### config.mk
export PLATFORM = sky130hd
export DESIGN_NAME = efla_ctrl
export DESIGN_NICKNAME = d
export VERILOG_FILES = /design/src/rtl/efla_pkg.sv /design/src/rtl/efla_ctrl.sv
export SDC_FILE = /design/constraint.sdc
export NUM_CORES = 1
export LEC_CHECK = 0
export BUFFER_PORTS_ARGS = -buffer_cell sky130_fd_sc_hd__buf_4
export CORE_MARGIN = 5
export CORE_UTILIZATION = 30
export CTS_CLUSTER_DIAMETER = 40
export DETAILED_ROUTE_END_ITERATION = 10
export GPL_TIMING_DRIVEN = 0
export SLEW_MARGIN = 5
export SYNTH_ARGS = -nofsm -noshare
export SYNTH_HDL_FRONTEND = slang
export SYNTH_SLANG_ARGS = --single-unit
### constraint.sdc
create_clock -name clk -period 2.54 [get_ports clk]
set_input_delay 0.127 -clock clk [delete_from_list [all_inputs] [get_ports clk]]
set_output_delay 0.127 -clock clk [all_outputs]
set_load 0.01 [all_outputs]
### src/rtl/efla_pkg.sv
package efla_pkg;

  // fixed layout of the heap
  localparam int unsigned MIN_BLOCK_BYTES = 24;
  localparam logic [31:0] ROOT_BP = 32'd16;
  localparam logic [31:0] FIRST_BP = 32'd40;
  localparam logic [31:0] INIT_TOP = 32'd28;

  // opcodes and result status codes
  localparam logic OPC_ALLOC = 1'b0;
  localparam logic OPC_FREE = 1'b1;
  localparam logic [1:0] ST_OK = 2'd0;
  localparam logic [1:0] ST_ZERO = 2'd1;
  localparam logic [1:0] ST_FULL = 2'd2;

  // base of a heap access
  typedef enum logic [3:0] {
    B_ROOT, B_BP, B_RD, B_P, B_N, B_FIRST, B_R, B_PRV, B_NXT, B_TAIL, B_ADDR
  } base_sel_t;

  // offset added to the base
  typedef enum logic [2:0] {
    O_HDR, O_NEXT, O_PREV, O_PFTR, O_ZERO, O_WHOLE, O_ASIZE, O_REST
  } off_sel_t;

  // data written to the heap
  typedef enum logic [3:0] {
    W_ZERO, W_WHOLE, W_WHOLE_A, W_ASIZE_A, W_REST, W_RD, W_ROOT, W_BP, W_R, W_N, W_P
  } wdata_sel_t;

  // register updates in the datapath
  typedef enum logic [4:0] {
    OP_NONE, OP_LATCH, OP_DECODE, OP_LD_HEAD, OP_LD_NEXT, OP_LD_WHOLE, OP_CALC_EXT,
    OP_GROW_SET, OP_LD_FIRST, OP_REST, OP_LD_P, OP_LD_N, OP_FREE_SET, OP_LD_PRVNXT,
    OP_LD_PREVF, OP_LD_NEXTF, OP_TAIL_N, OP_TAIL_P, OP_ADD_N, OP_ADD_P, OP_MV_PRV,
    OP_RES_OK, OP_RES_ZERO, OP_RES_FULL, OP_RES_NONE
  } dp_op_t;

  typedef struct packed {
    logic       mem_rd;
    logic       mem_wr;
    base_sel_t  base;
    off_sel_t   off;
    wdata_sel_t wsel;
    dp_op_t     op;
    logic       out_load;
  } dp_cmd_t;

  typedef struct packed {
    logic op_free;
    logic req_zero;
    logic addr_ok;
    logic rd_zero;
    logic walk_end;
    logic hdr_fit;
    logic hdr_alloc;
    logic grow_fits;
    logic rest_big;
    logic n_zero;
    logic first_zero;
    logic pfree;
    logic nxt_free;
    logic out_valid;
  } dp_stat_t;

  typedef enum logic [5:0] {
    S_INIT_H, S_INIT_F, S_INIT_N, S_INIT_P, S_IDLE, S_DEC,
    S_WALK_HEAD, S_WALK_HDR, S_WALK_NEXT, S_MISS, S_GROW_CHK, S_G_HDR, S_G_FTR,
    S_PUSH_RD, S_PUSH_FIRST, S_PUSH_PREV, S_PUSH_ROOT, S_PUSH_FPREV,
    S_T_RDP, S_T_RDN, S_T_N,
    S_SP_RH, S_SP_RF, S_SP_RP, S_SP_RN, S_SP_PN, S_SP_NP, S_SP_BH, S_SP_BF,
    S_WH_H, S_WH_F, S_UL_PN, S_UL_NP, S_CLR_N, S_CLR_P,
    S_F_CHK, S_F_PF, S_F_TAG2, S_F_RDPREV, S_F_PREVD, S_F_NXTD,
    S_N_RDP, S_N_RDN, S_N_UL1, S_N_UL2, S_N_T, S_N_H,
    S_P_RDP, S_P_RDN, S_P_UL1, S_P_UL2, S_P_H, S_P_T,
    S_DONE
  } state_t;

endpackage

### src/rtl/efla_ctrl.sv
module efla_ctrl import efla_pkg::*; (
  input  logic     clk,
  input  logic     rst,
  input  logic     s_tvalid,
  output logic     s_tready,
  input  logic     m_tready,
  input  dp_stat_t stat,
  output dp_cmd_t  cmd
);

  state_t state, state_next;
  logic   init, init_next;

  // state register
  always_ff @(posedge clk) begin
    if (rst) begin
      state <= S_INIT_H;
      init <= 1'b1;
    end else begin
      state <= state_next;
      init <= init_next;
    end
  end

  assign s_tready = (state == S_IDLE);

  // sequencer
  always_comb begin
    state_next = state;
    init_next = init;
    cmd = '{mem_rd: 1'b0, mem_wr: 1'b0, base: B_ROOT, off: O_ZERO, wsel: W_ZERO,
            op: OP_NONE, out_load: 1'b0};
    case (state)
      // root sentinel
      S_INIT_H: begin
        cmd.mem_wr = 1'b1; cmd.off = O_HDR; cmd.wsel = W_WHOLE_A;
        state_next = S_INIT_F;
      end
      S_INIT_F: begin
        cmd.mem_wr = 1'b1; cmd.off = O_WHOLE; cmd.wsel = W_WHOLE_A;
        state_next = S_INIT_N;
      end
      S_INIT_N: begin
        cmd.mem_wr = 1'b1; cmd.off = O_NEXT;
        state_next = S_INIT_P;
      end
      S_INIT_P: begin
        cmd.mem_wr = 1'b1; cmd.off = O_PREV;
        state_next = S_MISS;
      end
      S_IDLE: begin
        if (s_tvalid) begin
          cmd.op = OP_LATCH;
          state_next = S_DEC;
        end
      end
      S_DEC: begin
        if (stat.op_free) begin
          if (stat.addr_ok) begin
            cmd.mem_rd = 1'b1; cmd.base = B_ADDR; cmd.off = O_HDR;
            state_next = S_F_CHK;
          end else begin
            cmd.op = OP_RES_NONE;
            state_next = S_DONE;
          end
        end else if (stat.req_zero) begin
          cmd.op = OP_RES_ZERO;
          state_next = S_DONE;
        end else begin
          cmd.op = OP_DECODE;
          cmd.mem_rd = 1'b1; cmd.off = O_NEXT;
          state_next = S_WALK_HEAD;
        end
      end
      // first-fit walk, one header read and one link read a node
      S_WALK_HEAD, S_WALK_NEXT: begin
        cmd.op = (state == S_WALK_HEAD) ? OP_LD_HEAD : OP_LD_NEXT;
        if (stat.rd_zero) begin
          state_next = S_MISS;
        end else begin
          cmd.mem_rd = 1'b1; cmd.base = B_RD; cmd.off = O_HDR;
          state_next = S_WALK_HDR;
        end
      end
      S_WALK_HDR: begin
        if (stat.walk_end) begin
          state_next = S_MISS;
        end else if (stat.hdr_fit) begin
          cmd.op = OP_LD_WHOLE;
          state_next = S_T_RDP;
        end else begin
          cmd.mem_rd = 1'b1; cmd.base = B_BP; cmd.off = O_NEXT;
          state_next = S_WALK_NEXT;
        end
      end
      // heap growth
      S_MISS: begin
        cmd.op = OP_CALC_EXT;
        state_next = S_GROW_CHK;
      end
      S_GROW_CHK: begin
        if (stat.grow_fits) begin
          cmd.op = OP_GROW_SET;
          state_next = S_G_HDR;
        end else if (init) begin
          init_next = 1'b0;
          state_next = S_IDLE;
        end else begin
          cmd.op = OP_RES_FULL;
          state_next = S_DONE;
        end
      end
      S_G_HDR: begin
        cmd.mem_wr = 1'b1; cmd.base = B_BP; cmd.off = O_HDR; cmd.wsel = W_WHOLE;
        state_next = S_G_FTR;
      end
      S_G_FTR: begin
        cmd.mem_wr = 1'b1; cmd.base = B_BP; cmd.off = O_WHOLE; cmd.wsel = W_WHOLE;
        state_next = S_PUSH_RD;
      end
      // push bp at the list head
      S_PUSH_RD: begin
        cmd.mem_rd = 1'b1; cmd.off = O_NEXT;
        state_next = S_PUSH_FIRST;
      end
      S_PUSH_FIRST: begin
        cmd.op = OP_LD_FIRST;
        cmd.mem_wr = 1'b1; cmd.base = B_BP; cmd.off = O_NEXT; cmd.wsel = W_RD;
        state_next = S_PUSH_PREV;
      end
      S_PUSH_PREV: begin
        cmd.mem_wr = 1'b1; cmd.base = B_BP; cmd.off = O_PREV; cmd.wsel = W_ROOT;
        state_next = S_PUSH_ROOT;
      end
      S_PUSH_ROOT: begin
        cmd.mem_wr = 1'b1; cmd.off = O_NEXT; cmd.wsel = W_BP;
        state_next = S_PUSH_FPREV;
      end
      S_PUSH_FPREV: begin
        cmd.mem_wr = !stat.first_zero;
        cmd.base = B_FIRST; cmd.off = O_PREV; cmd.wsel = W_BP;
        if (init) begin
          init_next = 1'b0;
          state_next = S_IDLE;
        end else if (stat.op_free) begin
          cmd.op = OP_RES_NONE;
          state_next = S_DONE;
        end else begin
          state_next = S_T_RDP;
        end
      end
      // take the block: fetch its links
      S_T_RDP: begin
        cmd.op = OP_REST;
        cmd.mem_rd = 1'b1; cmd.base = B_BP; cmd.off = O_PREV;
        state_next = S_T_RDN;
      end
      S_T_RDN: begin
        cmd.op = OP_LD_P;
        cmd.mem_rd = 1'b1; cmd.base = B_BP; cmd.off = O_NEXT;
        state_next = S_T_N;
      end
      S_T_N: begin
        cmd.op = OP_LD_N;
        state_next = stat.rest_big ? S_SP_RH : S_WH_H;
      end
      // split off the remainder
      S_SP_RH: begin
        cmd.mem_wr = 1'b1; cmd.base = B_R; cmd.off = O_HDR; cmd.wsel = W_REST;
        state_next = S_SP_RF;
      end
      S_SP_RF: begin
        cmd.mem_wr = 1'b1; cmd.base = B_R; cmd.off = O_REST; cmd.wsel = W_REST;
        state_next = S_SP_RP;
      end
      S_SP_RP: begin
        cmd.mem_wr = 1'b1; cmd.base = B_R; cmd.off = O_PREV; cmd.wsel = W_P;
        state_next = S_SP_RN;
      end
      S_SP_RN: begin
        cmd.mem_wr = 1'b1; cmd.base = B_R; cmd.off = O_NEXT; cmd.wsel = W_N;
        state_next = S_SP_PN;
      end
      S_SP_PN: begin
        cmd.mem_wr = 1'b1; cmd.base = B_P; cmd.off = O_NEXT; cmd.wsel = W_R;
        state_next = S_SP_NP;
      end
      S_SP_NP: begin
        cmd.mem_wr = !stat.n_zero; cmd.base = B_N; cmd.off = O_PREV; cmd.wsel = W_R;
        state_next = S_SP_BH;
      end
      S_SP_BH: begin
        cmd.mem_wr = 1'b1; cmd.base = B_BP; cmd.off = O_HDR; cmd.wsel = W_ASIZE_A;
        state_next = S_SP_BF;
      end
      S_SP_BF: begin
        cmd.mem_wr = 1'b1; cmd.base = B_BP; cmd.off = O_ASIZE; cmd.wsel = W_ASIZE_A;
        state_next = S_CLR_N;
      end
      // whole block taken
      S_WH_H: begin
        cmd.mem_wr = 1'b1; cmd.base = B_BP; cmd.off = O_HDR; cmd.wsel = W_WHOLE_A;
        state_next = S_WH_F;
      end
      S_WH_F: begin
        cmd.mem_wr = 1'b1; cmd.base = B_BP; cmd.off = O_WHOLE; cmd.wsel = W_WHOLE_A;
        state_next = S_UL_PN;
      end
      S_UL_PN: begin
        cmd.mem_wr = 1'b1; cmd.base = B_P; cmd.off = O_NEXT; cmd.wsel = W_N;
        state_next = S_UL_NP;
      end
      S_UL_NP: begin
        cmd.mem_wr = !stat.n_zero; cmd.base = B_N; cmd.off = O_PREV; cmd.wsel = W_P;
        state_next = S_CLR_N;
      end
      S_CLR_N: begin
        cmd.mem_wr = 1'b1; cmd.base = B_BP; cmd.off = O_NEXT;
        state_next = S_CLR_P;
      end
      S_CLR_P: begin
        cmd.mem_wr = 1'b1; cmd.base = B_BP; cmd.off = O_PREV;
        cmd.op = OP_RES_OK;
        state_next = S_DONE;
      end
      // free: check and retag
      S_F_CHK: begin
        if (stat.hdr_alloc) begin
          cmd.op = OP_FREE_SET;
          cmd.mem_rd = 1'b1; cmd.base = B_ADDR; cmd.off = O_PFTR;
          state_next = S_F_PF;
        end else begin
          cmd.op = OP_RES_NONE;
          state_next = S_DONE;
        end
      end
      S_F_PF: begin
        cmd.op = OP_LD_PRVNXT;
        cmd.mem_wr = 1'b1; cmd.base = B_BP; cmd.off = O_HDR; cmd.wsel = W_WHOLE;
        state_next = S_F_TAG2;
      end
      S_F_TAG2: begin
        cmd.mem_wr = 1'b1; cmd.base = B_BP; cmd.off = O_WHOLE; cmd.wsel = W_WHOLE;
        state_next = S_F_RDPREV;
      end
      S_F_RDPREV: begin
        cmd.mem_rd = 1'b1; cmd.base = B_PRV; cmd.off = O_HDR;
        state_next = S_F_PREVD;
      end
      S_F_PREVD: begin
        cmd.op = OP_LD_PREVF;
        cmd.mem_rd = 1'b1; cmd.base = B_NXT; cmd.off = O_HDR;
        state_next = S_F_NXTD;
      end
      S_F_NXTD: begin
        cmd.op = OP_LD_NEXTF;
        if (stat.nxt_free) begin
          state_next = S_N_RDP;
        end else if (stat.pfree) begin
          state_next = S_P_RDP;
        end else begin
          state_next = S_PUSH_RD;
        end
      end
      // merge with the following block
      S_N_RDP: begin
        cmd.op = OP_TAIL_N;
        cmd.mem_rd = 1'b1; cmd.base = B_NXT; cmd.off = O_PREV;
        state_next = S_N_RDN;
      end
      S_N_RDN: begin
        cmd.op = OP_LD_P;
        cmd.mem_rd = 1'b1; cmd.base = B_NXT; cmd.off = O_NEXT;
        state_next = S_N_UL1;
      end
      S_N_UL1: begin
        cmd.op = OP_LD_N;
        cmd.mem_wr = 1'b1; cmd.base = B_P; cmd.off = O_NEXT; cmd.wsel = W_RD;
        state_next = S_N_UL2;
      end
      S_N_UL2: begin
        cmd.op = OP_ADD_N;
        cmd.mem_wr = !stat.n_zero; cmd.base = B_N; cmd.off = O_PREV; cmd.wsel = W_P;
        state_next = S_N_T;
      end
      S_N_T: begin
        cmd.mem_wr = 1'b1; cmd.base = B_TAIL; cmd.wsel = W_WHOLE;
        state_next = S_N_H;
      end
      S_N_H: begin
        cmd.mem_wr = 1'b1; cmd.base = B_BP; cmd.off = O_HDR; cmd.wsel = W_WHOLE;
        state_next = stat.pfree ? S_P_RDP : S_PUSH_RD;
      end
      // merge with the preceding block
      S_P_RDP: begin
        cmd.op = OP_TAIL_P;
        cmd.mem_rd = 1'b1; cmd.base = B_PRV; cmd.off = O_PREV;
        state_next = S_P_RDN;
      end
      S_P_RDN: begin
        cmd.op = OP_LD_P;
        cmd.mem_rd = 1'b1; cmd.base = B_PRV; cmd.off = O_NEXT;
        state_next = S_P_UL1;
      end
      S_P_UL1: begin
        cmd.op = OP_LD_N;
        cmd.mem_wr = 1'b1; cmd.base = B_P; cmd.off = O_NEXT; cmd.wsel = W_RD;
        state_next = S_P_UL2;
      end
      S_P_UL2: begin
        cmd.op = OP_ADD_P;
        cmd.mem_wr = !stat.n_zero; cmd.base = B_N; cmd.off = O_PREV; cmd.wsel = W_P;
        state_next = S_P_H;
      end
      S_P_H: begin
        cmd.mem_wr = 1'b1; cmd.base = B_PRV; cmd.off = O_HDR; cmd.wsel = W_WHOLE;
        state_next = S_P_T;
      end
      S_P_T: begin
        cmd.op = OP_MV_PRV;
        cmd.mem_wr = 1'b1; cmd.base = B_TAIL; cmd.wsel = W_WHOLE;
        state_next = S_PUSH_RD;
      end
      // hand the word to the output register
      S_DONE: begin
        if (!stat.out_valid || m_tready) begin
          cmd.out_load = 1'b1;
          state_next = S_IDLE;
        end
      end
      default: state_next = S_IDLE;
    endcase
  end

  // single-port heap: never read and write together
  a_one_access: assert property (@(posedge clk) disable iff (rst)
    !(cmd.mem_rd && cmd.mem_wr))
    else $error("heap read and write in one cycle");

  // every result load returns to idle
  a_load_to_idle: assert property (@(posedge clk) disable iff (rst)
    cmd.out_load |=> state == S_IDLE)
    else $error("result load did not end the item");

  // no item taken before the heap is built
  a_no_accept_in_init: assert property (@(posedge clk) disable iff (rst)
    init |-> !s_tready)
    else $error("item accepted during heap build");

endmodule

# [Word-level counts from Yosys, hierarchy flattened]
# Index checks and enable logic that the tools add are counted.
[totals] ff_bits=7 latchBits=0 mem_bits_rw=0 mem_bits_ro=0 inputBits=18 output_inout_bits=20 elab_cells=147 memories=0
[classes] addsub=0 mul=0 div_mod_pow=0 magnitude_cmp=0 eq_ne=56 n_shift=0 n_mux=54 n_bitwise=0 n_reduce_logical=35
[ops] operator="$pmux 6 s51" count=1
[ops] operator="$eq 6x6->1 const B" count=22
[ops] operator="$pmux 5 s21" count=1
[ops] operator="$eq 6x5->1 const B" count=16
[ops] operator="$mux 6" count=11
[ops] operator="$mux 5" count=12
[ops] operator="$eq 6x4->1 const B" count=8
[ops] operator="$pmux 4 s12" count=1
[ops] operator="$pmux 4 s10" count=1
[ops] operator="$pmux 3 s10" count=1
[ops] operator="$reduce_or 29->1" count=1
[ops] operator="$reduce_or 4->1" count=7
[ops] operator="$eq 6x3->1 const B" count=4
[ops] operator="$mux 4" count=5
[ops] operator="$reduce_or 2->1" count=9
[ops] operator="$mux 3" count=5
[ops] operator="$reduce_or 15->1" count=1
[ops] operator="$mux 7" count=2
[ops] operator="$reduce_or 13->1" count=1
[ops] operator="$eq 6x2->1 const B" count=2
[ops] operator="$reduce_or 12->1" count=1
[ops] operator="$reduce_or 3->1" count=4
[ops] operator="$mux 1" count=11
[ops] operator="$reduce_or 10->1" count=1
[ops] operator="12 further kinds" count=17

# [Logic depth before layout (Yosys ltp)]
[logic_depth] depth_word=4 mapped_depth=8 mapped_depth_nobuf=6

# [Least setup slack after synthesis]
# OpenSTA, ideal clock, no wires.
[synth_timing] path_type="register -> output" from="register state[0]" to="output port cmd[17] in the netlist's numbering" arrival_ns=1.616 required_time_ns=2.413 setup_slack_ns=0.797 path_stages_with_launch=7 n_path_buf=1 path_cell_list="dfxtp_1 -> buf_6 -> or2_4 -> a22o_1 -> a222oi_1 -> o22ai_1 -> or4_1"
[synth_lines] item="from (decl)" line="efla_ctrl.sv:11" text="state_t state, state_next;"
[synth_lines] item="from (signal assigned)" line="efla_ctrl.sv:20" text="state <= state_next;"
[synth_lines] item="to (decl)" line="efla_ctrl.sv:8" text="output dp_cmd_t cmd"

==> flow_summary.ini <==
[detailed_routing]
totalWireLength_um = 16100
vias = 3880
post_drt_via_cell_ratio = 7.07
antenna_left = 0
routedWlPerCell_um = 29.3
drt-initial-drc-count = 630
drt_pass1_iterations = 6
drc = 0

[floorplanning]
io_pins = 38
dieArea_um2 = 10100
core_um2 = 8130
rows = 33
die_h_um = 101
initial_core_util_pct = 30.3
dieWidth_um = 101

[critical_path]
cpMaxStageDelayCell = o22ai_1
critPathTopFamily = simple AND/OR/NAND/NOR gates
r2r_end = state[1]$_SDFFE_PP0P_
cp.depth = 8
worst-r2r-cell-count = 7
path_buf_inv = 3
crit_end = cmd[12]
regToRegStartpoint = state[0]$_SDFFE_PP0P_
critPathMaxStageDelay_ns = 0.40
crit_path_end_kind = output pin
critPathLaunch = state[1]$_SDFFE_PP0P_
start_kind = flip-flop
r2r_setup_slack_ns = 0.18
critPathMaxFanout = 10
worstPathRequired_ns = 2.41
worstPathArrival_ns = 2.39
path_cells = buf_4 > buf_2 > nor2b_2 > nand3_1 > o22ai_1 > nor4_1 > o21ai_0 > buf_4
critical-path-top-cell-by-count = buf_4
path_class = reg -> out

[placed_design]
dp_hpwl_um = 11800
dp_cells = 546
gp_congestion = 1.02
dpl_worst_slack_ns = 0.0364
port_buffers = 37

[global_route]
grt_max_degree = 11
antenna_found_initial = 0
grt_overflow = 0
grt_pass1_vias = 3693
track_usage_pct = 31.4
grt_pass1_wl_um = 23700

[yosys]
async_flop_share_pct = 0
yosysWarnings = 0
postSynthCellCount = 404
synth_cell_types = 71
synth.most_common_cell = o21ai_0
synth_top_area_share_pct = 7.71
yosysTopAreaCell = o21ai_0
ys_seq_area_share_pct = 5.68
yosys-top-cells-count = o21ai_0 (38), a21oi_1 (35), nand2_1 (35), nor2_1 (29), buf_2 (27)
synth.avg_cell_area_um2 = 6.11
synth_flop_cell = dfxtp_1
netlist_top_cells_area = o21ai_0 (7.7%), a21oi_1 (7.1%), dfxtp_1 (5.7%)
synth-edff-count = 0
synthesis.nets = 422
ys_ff_latch = 7
netlist_area_um2 = 2470

[pwr]
leakage_nw = 1.14
pwr-share-seq_pct = 5.0
power.share.switching_pct = 63.1
clock_power_share_pct = 4.7
internal_power_mw = 1.21
p_switching_mw = 2.07
powerDensity_nw_per_um2 = 1110
power_frac_comb_pct = 90.3
vdd_drop_max_uv = 282

[sta]
fin_crit_sh_pct = 98.9
period_minus_slack_ns = 2.51
finalHoldViolCount = 0
fin_skew_ns = 0.00242
finalMaxSlewViolations = 0
tightest_slew_ns = 0.949
rsz0062_at_grt = yes
max_freq_mhz = 398
finalSetupViolations = 0
hold-worst-slack_ns = 0.133
relSlewSlack_pct = 36.3
timing.final.ws_setup_ns = 0.0272
tns_ns = 0

[cts]
clockBufferDepth = 2
numClockSinks = 7
cts_hold_buffers = 0
cts_buffers = 3
htreeDepth = 1
cts_root_buffer = clkbuf_8
cts_tree = done
clk_pin_slew_ns = 0.04
clk_latency_ns = 0.23

[cells_and_area]
final_layout_size_suffix_gt1_share_pct = 21.2
stdcell_count = 549
nets = 463
area_growth_pct = 20.1
antenna_cells = 0
final_util_pct = 36.4
nFillCells = 900

[run]
cap_violations = 0

[run_status]
status = completed

[min_path]
hold_path.class = in -> reg
[timing repair]
action | 4_1_cts | 5_1_grt
resized for setup | 6 | 13
setup endpoints to repair | 8 | 7
pin swaps | 0 | 0
buffers inserted | 0 | 0
endpoints found under the hold margin | 0 | 0
[area by class of cell]
cell class,count,area (um2),area share [%]
multi-input cells,340,2070,69.9
repair buffers,37,278,9.37
plain buffers,46,260,8.78
flip-flops and latches,7,140,4.73
well taps,105,131,4.43
clock buffers,4,45.0,1.52
inverters,10,37.5,1.27
[layout by cell type (no fill, tap or decap), types with 3 or more instances in the layout]
| cell type | count |
|---|---|
| a21oi_1 | 35 |
| o21a_1 | 3 |
| clkbuf_4 | 5 |
| o31a_1 | 3 |
| clkbuf_8 | 3 |
| or3_1 | 3 |
| a221oi_1 | 4 |
| dfxtp_1 | 7 |
| a21o_1 | 4 |
| nand3_1 | 18 |
| nand2_1 | 35 |
| o32a_1 | 3 |
| buf_2 | 22 |
| o31ai_1 | 3 |
| o2111ai_1 | 4 |
| o221ai_1 | 3 |
| nor2_1 | 29 |
| buf_4 | 44 |
| clkbuf_2 | 6 |
| nor4_1 | 4 |
| o2bb2ai_1 | 3 |
| a211o_1 | 3 |
| a31oi_1 | 11 |
| clkbuf_1 | 5 |
| a211oi_1 | 5 |
| a2bb2oi_1 | 3 |
| inv_1 | 8 |
| nand4_1 | 9 |
| o21ai_0 | 38 |
| and2_1 | 3 |
| o22ai_1 | 21 |
| nand2b_1 | 16 |
| nor2b_1 | 10 |
| a22oi_1 | 6 |
| nor3_1 | 12 |
[routing by layer]
metal | vias up | global-route usage, % | wire, um
met2 | 396 | 47.6 | 6900
li1 | 1629 | - | -
met1 | 1770 | 41.4 | 6050
met3 | 85 | 7.13 | 2170
met5 | - | 0 | 0
met4 | 0 | 16.0 | 983
[cell families (layout without fill, tap and decap cells)]
logic type	Yosys count	after routing	share of synthesized area, %
compound gates	173	173	46.0
xor+xnor	3	3	1.07
buf+inv	57	97	11.4
flops	7	7	5.68
mux	2	2	0.862
simple gates	162	162	34.9
[through the flow]
step	cell area (um2)	power, mW
floorplan	2470	1.88
global placement	2880	3.04
detailed placement	2880	2.92
CTS	2940	3.10
global route	2960	3.40
finish	2960	3.28
[worst min path at each step]
| stage | from | endpoint | cells after the start |
|---|---|---|---|
| final | rst | state[3]$_SDFFE_PP0P_ | 2 |
| after global placement | rst | state[3]$_SDFFE_PP0P_ | 2 |
| after global routing | rst | state[1]$_SDFFE_PP0P_ | 2 |
| after CTS | rst | state[3]$_SDFFE_PP0P_ | 2 |
| after detailed placement | rst | state[1]$_SDFFE_PP0P_ | 2 |
| after floorplan | rst | state[2]$_SDFFE_PP0P_ | 1 |
[worst reg2reg max path, cell delays in order, from the launching register on]
cell and delay [ns]:
dfxtp_1 0.37, buf_6 0.17, buf_2 0.33, nor2b_1 0.42, a21oi_1 0.08, nor4_1 0.55, a211oi_1 0.13, a41oi_1 0.24
[sequential cells by signal (all words and copies together) (netlist names)]
name   cells
state      6
init       1
[power by group through the flow]
| stage | Combinational, mW | Sequential [mW] | Clock (mW) |
|---|---|---|---|
| after global placement | 2.87 | 0.165 | 0 |
| final | 2.96 | 0.164 | 0.155 |
| after global routing | 3.07 | 0.168 | 0.159 |
| after detailed placement | 2.75 | 0.166 | 0 |
| after floorplan | 1.72 | 0.159 | 0 |
| after CTS | 2.78 | 0.165 | 0.155 |
Note: power is estimated with default switching activity, not from simulation.
